## src/sv/drc_pkg.sv

```systemverilog
// ----------------------------------------------------------------------------
// drc_pkg: shared types and constants for the dirty range coalescer
// Action codes, input and result transaction payloads, and the table entry.
// ----------------------------------------------------------------------------
package drc_pkg;

  // Default number of table entries
  localparam int unsigned TableEntriesDef = 4;

  // Action codes carried by an input transaction
  typedef enum logic [1:0] {
    ACT_MARK   = 2'd0,
    ACT_FORGET = 2'd1,
    ACT_FLUSH  = 2'd2,
    ACT_NONE   = 2'd3
  } action_e;

  // Input transaction payload
  typedef struct packed {
    action_e     action;
    logic [31:0] resource;
    logic [31:0] offset;
    logic [31:0] length;
  } in_item_t;

  // Result transaction payload
  typedef struct packed {
    logic [31:0] upload_resource;
    logic [31:0] upload_start;
    logic [31:0] upload_length;
    logic        last;
  } out_item_t;

  // One table entry: resource and its dirty byte range [start, stop)
  typedef struct packed {
    logic [31:0] resource;
    logic [31:0] start;
    logic [31:0] stop;
  } entry_t;

endpackage

```

## src/sv/drc_cmp_unit.sv

```systemverilog
// ----------------------------------------------------------------------------
// drc_cmp_unit: shared compare and merge unit
// Matches one table entry against the pending item, widens its range and
// forms the upload length of the entry.
// ----------------------------------------------------------------------------
module drc_cmp_unit
  import drc_pkg::*;
(
  input  entry_t      entry_i,
  input  logic [31:0] resource_i,
  input  logic [31:0] offset_i,
  input  logic [31:0] stop_i,
  output logic        hit_o,
  output entry_t      merged_o,
  output logic [31:0] upload_length_o
);

  // Match on resource
  assign hit_o = (entry_i.resource == resource_i);

  // Widen: lower start, higher end (unsigned compare)
  always_comb begin
    merged_o.resource = entry_i.resource;
    merged_o.start    = (offset_i < entry_i.start) ? offset_i : entry_i.start;
    merged_o.stop     = (stop_i > entry_i.stop) ? stop_i : entry_i.stop;
  end

  // Length wraps modulo 2^32
  assign upload_length_o = entry_i.stop - entry_i.start;

endmodule

```

## src/sv/dirty_range_coalescer.sv

```systemverilog
// ----------------------------------------------------------------------------
// dirty_range_coalescer: small table that merges dirty byte ranges
// Marks widen or append per-resource entries, forgets drop a resource, and
// flushes (or a mark that misses on a full table) emit all entries as uploads.
// ----------------------------------------------------------------------------
// Usage:
//   Input channel (in_valid_i / in_stall_o / in_data_i) takes one action per
//   transaction: mark, forget, flush; the unused code is dropped.
//   Output channel (out_valid_o / out_stall_i / out_data_o) gives one upload
//   per transaction; last flags the final upload of a flush or spill.
//   A single compare/merge unit scans the table one entry at a time, each
//   by a registered table read, then evaluate. A mark on an empty table is
//   written from idle without a scan; otherwise a mark scans until a hit and
//   a forget scans all entries, each removed entry adding a read of the last
//   entry and a move into the freed slot. A flush emits one upload per entry;
//   a spill emits all entries after the full scan of the mark, then stores it.
//   The input stalls while a transaction is being processed.
//   A stalled output holds its upload; the scan waits until the output
//   register is free. The output register lets the next input transaction
//   be taken while an upload still waits.
//   Reset empties the table at once (entry count cleared); no clearing pass.
// ----------------------------------------------------------------------------
module dirty_range_coalescer
  import drc_pkg::*;
#(
  parameter int unsigned TableEntries = TableEntriesDef
) (
  input  logic      clk_i,
  input  logic      rst_ni,
  input  logic      in_valid_i,
  output logic      in_stall_o,
  input  in_item_t  in_data_i,
  output logic      out_valid_o,
  input  logic      out_stall_i,
  output out_item_t out_data_o
);

  localparam int unsigned IdxW = (TableEntries > 1) ? $clog2(TableEntries) : 1;
  localparam int unsigned CntW = $clog2(TableEntries + 1);
  localparam logic [CntW-1:0] CntFull = CntW'(TableEntries);
  localparam logic [CntW-1:0] CntOne  = CntW'(1);

  // Sequencer states
  localparam logic [2:0] S_IDLE      = 3'd0;
  localparam logic [2:0] S_READ      = 3'd1;
  localparam logic [2:0] S_EVAL      = 3'd2;
  localparam logic [2:0] S_READ_LAST = 3'd3;
  localparam logic [2:0] S_MOVE      = 3'd4;

  logic [2:0]      state_q, state_d;
  logic [IdxW-1:0] idx_q, idx_d;
  logic [CntW-1:0] cnt_q, cnt_d;
  logic            spill_q, spill_d;
  action_e         op_q;
  logic [31:0]     res_q, off_q, stop_q;
  logic            out_valid_q;
  out_item_t       out_q;

  entry_t          mem_q [TableEntries];
  entry_t          rd_q;
  logic            rd_en, wr_en;
  logic [IdxW-1:0] rd_addr, wr_addr;
  entry_t          wr_data;

  logic            hit;
  entry_t          merged;
  logic [31:0]     up_len;
  logic [31:0]     in_stop;
  logic [CntW-1:0] idx_ext;
  logic            at_last;
  logic            emitting;
  logic            out_free;
  logic            out_load;
  entry_t          new_entry;

  // Shared compare and merge unit
  drc_cmp_unit u_cmp (
    .entry_i        (rd_q),
    .resource_i     (res_q),
    .offset_i       (off_q),
    .stop_i         (stop_q),
    .hit_o          (hit),
    .merged_o       (merged),
    .upload_length_o(up_len)
  );

  assign in_stop   = in_data_i.offset + in_data_i.length;
  assign idx_ext   = CntW'(idx_q);
  assign at_last   = ((idx_ext + CntOne) == cnt_q);
  assign emitting  = spill_q || (op_q == ACT_FLUSH);
  assign out_free  = !out_valid_q || !out_stall_i;
  assign in_stall_o = (state_q != S_IDLE);
  assign new_entry = '{resource: res_q, start: off_q, stop: stop_q};

  // Sequencer
  always_comb begin
    state_d  = state_q;
    idx_d    = idx_q;
    cnt_d    = cnt_q;
    spill_d  = spill_q;
    rd_en    = 1'b0;
    rd_addr  = idx_q;
    wr_en    = 1'b0;
    wr_addr  = idx_q;
    wr_data  = merged;
    out_load = 1'b0;
    case (state_q)
      S_IDLE: begin
        if (in_valid_i) begin
          idx_d   = '0;
          spill_d = 1'b0;
          case (in_data_i.action)
            ACT_MARK: begin
              if (cnt_q == '0) begin
                wr_en   = 1'b1;
                wr_addr = '0;
                wr_data = '{resource: in_data_i.resource, start: in_data_i.offset,
                            stop: in_stop};
                cnt_d   = CntOne;
              end else begin
                state_d = S_READ;
              end
            end
            ACT_FORGET, ACT_FLUSH: begin
              if (cnt_q != '0) state_d = S_READ;
            end
            default: ;
          endcase
        end
      end
      S_READ: begin
        rd_en   = 1'b1;
        state_d = S_EVAL;
      end
      S_EVAL: begin
        if (emitting) begin
          // Emit one upload when the output register is free
          if (out_free) begin
            out_load = 1'b1;
            if (at_last) begin
              state_d = S_IDLE;
              spill_d = 1'b0;
              if (spill_q) begin
                wr_en   = 1'b1;
                wr_addr = '0;
                wr_data = new_entry;
                cnt_d   = CntOne;
              end else begin
                cnt_d = '0;
              end
            end else begin
              idx_d   = idx_q + IdxW'(1);
              state_d = S_READ;
            end
          end
        end else begin
          case (op_q)
            ACT_MARK: begin
              if (hit) begin
                wr_en   = 1'b1;
                state_d = S_IDLE;
              end else if (!at_last) begin
                idx_d   = idx_q + IdxW'(1);
                state_d = S_READ;
              end else if (cnt_q == CntFull) begin
                spill_d = 1'b1;
                idx_d   = '0;
                state_d = S_READ;
              end else begin
                wr_en   = 1'b1;
                wr_addr = cnt_q[IdxW-1:0];
                wr_data = new_entry;
                cnt_d   = cnt_q + CntOne;
                state_d = S_IDLE;
              end
            end
            ACT_FORGET: begin
              if (hit) begin
                state_d = S_READ_LAST;
              end else if (!at_last) begin
                idx_d   = idx_q + IdxW'(1);
                state_d = S_READ;
              end else begin
                state_d = S_IDLE;
              end
            end
            default: state_d = S_IDLE;
          endcase
        end
      end
      S_READ_LAST: begin
        rd_en   = 1'b1;
        rd_addr = IdxW'(cnt_q - CntOne);
        state_d = S_MOVE;
      end
      S_MOVE: begin
        // Move the last entry into the freed slot and recheck that slot
        wr_en   = 1'b1;
        wr_data = rd_q;
        cnt_d   = cnt_q - CntOne;
        if (idx_ext < (cnt_q - CntOne)) begin
          state_d = S_READ;
        end else begin
          state_d = S_IDLE;
        end
      end
      default: state_d = S_IDLE;
    endcase
  end

  // Control registers
  always_ff @(posedge clk_i or negedge rst_ni) begin
    if (!rst_ni) begin
      state_q     <= S_IDLE;
      idx_q       <= '0;
      cnt_q       <= '0;
      spill_q     <= 1'b0;
      op_q        <= ACT_NONE;
      out_valid_q <= 1'b0;
    end else begin
      state_q <= state_d;
      idx_q   <= idx_d;
      cnt_q   <= cnt_d;
      spill_q <= spill_d;
      if (state_q == S_IDLE && in_valid_i) op_q <= in_data_i.action;
      if (out_load) begin
        out_valid_q <= 1'b1;
      end else if (!out_stall_i) begin
        out_valid_q <= 1'b0;
      end
    end
  end

  // Hold the accepted transaction
  always_ff @(posedge clk_i) begin
    if (state_q == S_IDLE && in_valid_i) begin
      res_q  <= in_data_i.resource;
      off_q  <= in_data_i.offset;
      stop_q <= in_stop;
    end
  end

  // Output register
  always_ff @(posedge clk_i) begin
    if (out_load) begin
      out_q.upload_resource <= rd_q.resource;
      out_q.upload_start    <= rd_q.start;
      out_q.upload_length   <= up_len;
      out_q.last            <= at_last;
    end
  end

  // Entry table: one write port, one registered read port
  always_ff @(posedge clk_i) begin
    if (wr_en) mem_q[wr_addr] <= wr_data;
    if (rd_en) rd_q <= mem_q[rd_addr];
  end

  assign out_valid_o = out_valid_q;
  assign out_data_o  = out_q;

  // Entry count never exceeds the table size
  a_cnt_range: assert property (@(posedge clk_i) disable iff (!rst_ni)
    cnt_q <= CntFull)
    else $error("entry count above table size");

  // A new upload is only loaded from an emitting evaluate step
  a_out_src: assert property (@(posedge clk_i) disable iff (!rst_ni)
    out_load |-> (state_q == S_EVAL && emitting && out_free))
    else $error("upload loaded outside an emit step");

  // After the final upload of a run the table holds at most the spilled mark
  a_run_end: assert property (@(posedge clk_i) disable iff (!rst_ni)
    (out_load && at_last) |=> (cnt_q <= CntOne && state_q == S_IDLE))
    else $error("table not emptied after final upload");

endmodule
```

## config.mk

```make
export PLATFORM = sky130hd
export DESIGN_NAME = dirty_range_coalescer
export DESIGN_NICKNAME = d
export VERILOG_FILES = /design/src/sv/drc_pkg.sv /design/src/sv/drc_cmp_unit.sv /design/src/sv/dirty_range_coalescer.sv
export SDC_FILE = /design/constraint.sdc
export NUM_CORES = 1
export LEC_CHECK = 0
export ABC_AREA = 0
export BUFFER_PORTS_ARGS = -buffer_cell sky130_fd_sc_hd__buf_2
export CAP_MARGIN = 20
export CORE_ASPECT_RATIO = 0.9
export CORE_UTILIZATION = 50
export CTS_BUF_LIST = sky130_fd_sc_hd__clkbuf_4 sky130_fd_sc_hd__clkbuf_8
export DETAILED_ROUTE_END_ITERATION = 16
export PLACE_DENSITY = 0.73
export REMOVE_ABC_BUFFERS = 1
export SYNTH_ARGS = -nofsm -noshare
export SYNTH_HDL_FRONTEND = slang
export SYNTH_HIERARCHICAL = 1
export SYNTH_SLANG_ARGS = --single-unit
```

## constraint.sdc

```tcl
create_clock -name clk_i -period 9.3 [get_ports clk_i]
set_input_delay 0 -clock clk_i [delete_from_list [all_inputs] [get_ports clk_i]]
set_output_delay 0 -clock clk_i [all_outputs]
set_load 0.02 [all_outputs]
```

Word-level counts from Yosys, hierarchy flattened. Memories as Yosys holds them, arrays and structs flattened. A register that Yosys moved wholly into a read port is not among the register bits. Index checks and enable logic that the tools add are counted.

Multipliers: 0. Bitwise operators: 0. Shift-type cells: 0. Reductions and logical operators: 19. Multiplexer cells: 92. Equal/unequal tests: 29. Magnitude comparators: 3. Divide/modulo/power cells: 0. Add/subtract/negate cells: 6.

Operators by type and width (count): 96-bit 2-to-1 mux (11); 96-bit case mux with 3 select lines (1); 32-bit 2-to-1 mux (2); 3-bit 2-to-1 mux (16); 2-bit 2-to-1 mux (20); 1-bit 2-to-1 mux (33); 32-bit adder (1); 32-bit equality test (1); 32-bit > comparator (1); 32-bit less-than comparator (1); 32-bit subtractor (1); 3-bit inequality test, second input constant (8); 3-bit case mux with 5 select lines (1); 2-bit case mux with 2 select lines (3); 3-bit case mux with 2 select lines (2); 10-bit AND reduction (1); 3-bit case mux with 3 select lines (1); 3-bit nonzero test (3); 4-bit inequality test, second input constant (2); 8-bit AND reduction (1); 7-bit AND reduction (1); 3-bit by 2-bit equality test with 1-bit output, second input constant (2); 3-bit equality test, second input constant (2); 3-bit logical NOT (2); other kinds (24) (32).

Memories kept: 1. Input port bits: 102. Output and inout port bits: 99. Bits in latches: 0. Memory bits (read-only): 0. Flip-flop bits (word level): 205. Memory bits (writable): 384. Logic and storage cells: 163.

Memory list: mem_q (depth 4, width 96, read ports 1, clocked after memory_dff 1, wr ports 1, line dirty_range_coalescer.sv:59) `entry_t mem_q [TableEntries];`.

Depth between registers and ports, before layout.
Depth in word-level cells: 9. Mapped depth: 15. Gate-level depth less buffers: 14.

Hierarchy. Netlist, hierarchy kept.

Modules (own cells, without submodules): dirty_range_coalescer (cells each 1948, sequential area each 20512.2 um^2, instances 1, area an instance 29555.8 um^2); drc_cmp_unit (cells each 603, sequential area each 0.0 um^2, instances 1, area an instance 4586.9 um^2).

Worst setup path before layout. OpenSTA, ideal clock, no wires.

Kind: flip-flop to flip-flop. From: register, netlist name rd_q[95]. To: memory mem_q[1][0] in the netlist's numbering (enable). Buffers on the path: 0. Cell stages (with the launch flop): 12. Slack: -0.033 ns. Clock period less this slack: 9.333 ns. Arrival time: 8.665 ns. Cell sequence: edfxtp_1 xor2_1 nor4_1 nand4_1 nor2_1 or3_4 or3_4 a21oi_4 a21oi_2 o21ai_0 o41ai_1 nor3_1.

Word-level cells in the longest chain between the ends: 7. Elaborated cells on any way between the ends: 11.

RTL lines: 32-bit equality test * (line drc_cmp_unit.sv:19) `assign hit_o = (entry_i.resource == resource_i);`; net hit (line dirty_range_coalescer.sv:65) `logic hit;`; 1-bit 2-to-1 mux (line dirty_range_coalescer.sv:159) `if (hit) begin`; 1-bit 2-to-1 mux (line dirty_range_coalescer.sv:157) `case (op_q)`; 1-bit 2-to-1 mux (line dirty_range_coalescer.sv:136) `if (emitting) begin`; 1-bit case mux with 3 select lines (line dirty_range_coalescer.sv:107) `case (state_q)`; 1-bit 2-to-1 mux (line dirty_range_coalescer.sv:255) `if (wr_en) mem_q[wr_addr] <= wr_data;`; 1-bit 2-to-1 mux (not written as such) (line dirty_range_coalescer.sv:255); end, declared (line dirty_range_coalescer.sv:59).

The timed path passes the listed nets; every way through them passes the cells marked *.

Worst setup path after layout.
From: register, netlist name rd_q[95]. To: memory mem_q[2][76] in the netlist's numbering (enable).

Word-level cells in the longest chain between the ends: 7. Elaborated cells on any way between the ends: 11.

RTL lines (line): 32-bit equality test * (drc_cmp_unit.sv:19); net hit (dirty_range_coalescer.sv:65); 1-bit 2-to-1 mux (dirty_range_coalescer.sv:159); 1-bit 2-to-1 mux (dirty_range_coalescer.sv:157); 1-bit 2-to-1 mux (dirty_range_coalescer.sv:136); 1-bit case mux with 3 select lines (dirty_range_coalescer.sv:107); 1-bit 2-to-1 mux (dirty_range_coalescer.sv:255); 1-bit 2-to-1 mux (not written as such) (dirty_range_coalescer.sv:255).

Marked as above.

==> impl_metrics.env <==
export IMPL_syn_to_final_growth_pct=15.31
export IMPL_leakage_nw=14.14
export IMPL_hold_viol_final=0
export IMPL_clk_pin_slew_ps=70
export IMPL_root_buffer="clkbuf_8"
export IMPL_final_cells=3827
export IMPL_setup_viol=0
export IMPL_synth_edf_count=673
export IMPL_cts_setup_buffers=0
export IMPL_synth_area_top_cells="edfxtp_1 (59%), mux4_2 (6.3%), ha_1 (4.9%), a21oi_1 (3.7%), o21ai_0 (3.2%)"
export IMPL_fill_cells=5067
export IMPL_hp_start="in_data_i[74]"
export IMPL_final_max_slew_viol_count=0
export IMPL_worstPathMaxFanout=60
export IMPL_critPathTopFamily="simple AND/OR/NAND/NOR gates"
export IMPL_post_route_util=0.5856
export IMPL_yosysTopAreaCellShare=0.5919
export IMPL_dp_hpwl_mm=60.21
export IMPL_avgSynthCellArea_sq_um=13.38
export IMPL_synth_top_cell_by_area="edfxtp_1"
export IMPL_ir_worst_vdd_v=0.0002753
export IMPL_initial_core_util=0.5079
export IMPL_drt_iter0_drc=2747
export IMPL_cts_buffer_depth=3
export IMPL_worst_hold_slack_ps=61.12
export IMPL_grt_pass1_vias=23910
export IMPL_grt_util_all_layers=0.2741
export IMPL_num_nets_final=3100
export IMPL_critical_path_max_stage_delay_ps=840
export IMPL_cts_buffers=108
export IMPL_async_flop_share=0.01752
export IMPL_drc=0
export IMPL_clkSinkCount=685
export IMPL_cts_hold_buf=125
export IMPL_grt_max_degree=102
export IMPL_required_ps=9610
export IMPL_htree_levels=3
export IMPL_drtPass1Iterations=5
export IMPL_fin_setup_tns_ps=0
export IMPL_top_level_ports=201
export IMPL_worst_setup_path_start_kind="register"
export IMPL_hold_path_class="in2reg"
export IMPL_max_slew_margin=0.2263
export IMPL_die_w_microns=277.5
export IMPL_path_class="reg2reg"
export IMPL_drt_wirelength_per_cell_microns=25.17
export IMPL_grt_overflow_total=0
export IMPL_status="complete, no violations"
export IMPL_ys_warn_count=6
export IMPL_skew_ps=26.71
export IMPL_ys_seq_area_frac=0.6008
export IMPL_portBuffers=200
export IMPL_fin_crit_ps=5571
export IMPL_gp_congestion=0.9605
export IMPL_dpl_cell_area_sq_um=35800
export IMPL_final_area_sq_um=39370
export IMPL_worstMarginPinSlew_ps=1161
export IMPL_dp_cells=3498
export IMPL_cp_slowest_cell="buf_4"
export IMPL_die_h_microns=249.9
export IMPL_yosysMostFrequentCell="edfxtp_1"
export IMPL_final_antenna_net_count=0
export IMPL_crit_start="rd_q[95]$_DFFE_PP_"
export IMPL_drive_above_1_share=0.2018
export IMPL_cts_tree="built"
export IMPL_path_buf_inv=3
export IMPL_grt_pass1_wl_mm=143.4
export IMPL_maxCapViolCount=0
export IMPL_antenna_found_initial=3
export IMPL_clk_latency_ps=710
export IMPL_num_antenna_cells=0
export IMPL_viasPerCell=6.265
export IMPL_max_freq_mhz=179.5
export IMPL_cts_resized=0
export IMPL_worst_ep_arrival_time_ps=5880
export IMPL_crit_path_end_kind="register"
export IMPL_ys_ff_latch=685
export IMPL_p_per_area_nw_per_um2=336.0
export IMPL_min_period_over_period=0.5991
export IMPL_wirelength_mm=96.31
export IMPL_ys_types=83
export IMPL_cp_cell_sequence="xor2_1 > nor4_1 > nand4_1 > nor2_1 > or3_4 > or3_4 > a21oi_4 > a21oi_2 > o21ai_0 > o41ai_1 > clkbuf_2 > nor2b_4 > buf_4 > buf_4"
export IMPL_vias=23980
export IMPL_rsz0062_at_grt="no"
export IMPL_netlist_instances=2551
export IMPL_synth_ff_type="edfxtp_1"
export IMPL_die_area_sq_um=69340
export IMPL_syn_cell_area_sq_um=34140
export IMPL_rows=90
export IMPL_r2r_start="rd_q[95]$_DFFE_PP_"
export IMPL_core_sq_um=67230
export IMPL_synthTopCellsByCount="edfxtp_1 (673), a21oi_1 (251), o21ai_0 (216)"
-- final cells by class --
class | count | area [sq um] | share of cell area
inverters | 99 | 374.1 | 0.009502
repair buffers | 358 | 2570 | 0.06528
flip-flops and latches | 685 | 20510 | 0.5210
multi-input cells | 1611 | 12590 | 0.3198
well taps | 874 | 1094 | 0.02778
clock buffers | 133 | 1687 | 0.04284
clock inverters | 67 | 543.0 | 0.01379
-- power by group --
part | internal [mW] | switching (mW) | total (mW)
Clock | 1.45 | 1.21 | 2.66
Combinational | 2.02 | 3.52 | 5.54
Sequential | 4.68 | 0.353 | 5.03
Total | 8.15 | 5.08 | 13.2
-- sequential cells by signal, indices dropped and copies added (netlist names) --
register     count
mem_q          384
out_data_o      97
rd_q            96
off_q           32
res_q           32
stop_q          32
cnt_q            3
state_q          3
idx_q            2
op_q             2
out_valid_o      1
spill_q          1
-- kinds of logic after synthesis --
| logic type | synth area share |
|---|---|
| buffers and inverters | 0.03324 |
| XOR/XNOR | 0.02386 |
| AND/OR/NAND/NOR | 0.05750 |
| flip-flops | 0.6008 |
| adder cells (fa/ha/maj) | 0.04991 |
| multiplexers | 0.1052 |
| AO/OA/AOI/OAI | 0.1295 |
-- per-layer routing --
| layer | up-vias | share of wire | global-route usage |
|---|---|---|---|
| li1 | 10450 | - | - |
| met1 | 11960 | 0.41 | 0.3794 |
| met2 | 1378 | 0.46 | 0.4279 |
| met3 | 190 | 0.10 | 0.05654 |
| met4 | 4 | 0.031 | 0.1022 |
| met5 | - | 0.00027 | 0 |
-- per-stage QoR --
stage / power [mW] / setup WS (ps)
after global routing: 13.86 / 3580
after floorplan: 8.875 / -5672
after detailed placement: 10.40 / 3817
final: 13.23 / 3729
after global placement: 10.17 / 3953
after CTS: 13.11 / 3773
-- layout by cell type (no fill, tap or decap), drive strengths merged, types with 72 or more instances in the layout --
cell type,n
buf,232
dlygate4sd3,125
a21oi,255
mux4,96
clkbuf,134
mux2i,72
edfxtp,673
inv,101
ha,133
nor2,186
nand2,100
o21ai,219
o21a,81
-- worst paths after layout --
kind / end / slack, ps / cells after the start
max: mem_q[2][76]$_DFFE_PP_ / 3730 / 14
min: res_q[10]$_DFFE_PP_ / 60 / 2
max reg2reg: mem_q[2][76]$_DFFE_PP_ / 3730 / 14
min reg2reg: out_data_o[36]$_DFFE_PP_ / 510 / 0
max in group asynchronous: cnt_q[0]$_DFFE_PN0P_ / 8550 / 3
min in group asynchronous: spill_q$_DFFE_PN0P_ / 360 / 3
(Power assumes the default switching activity.)
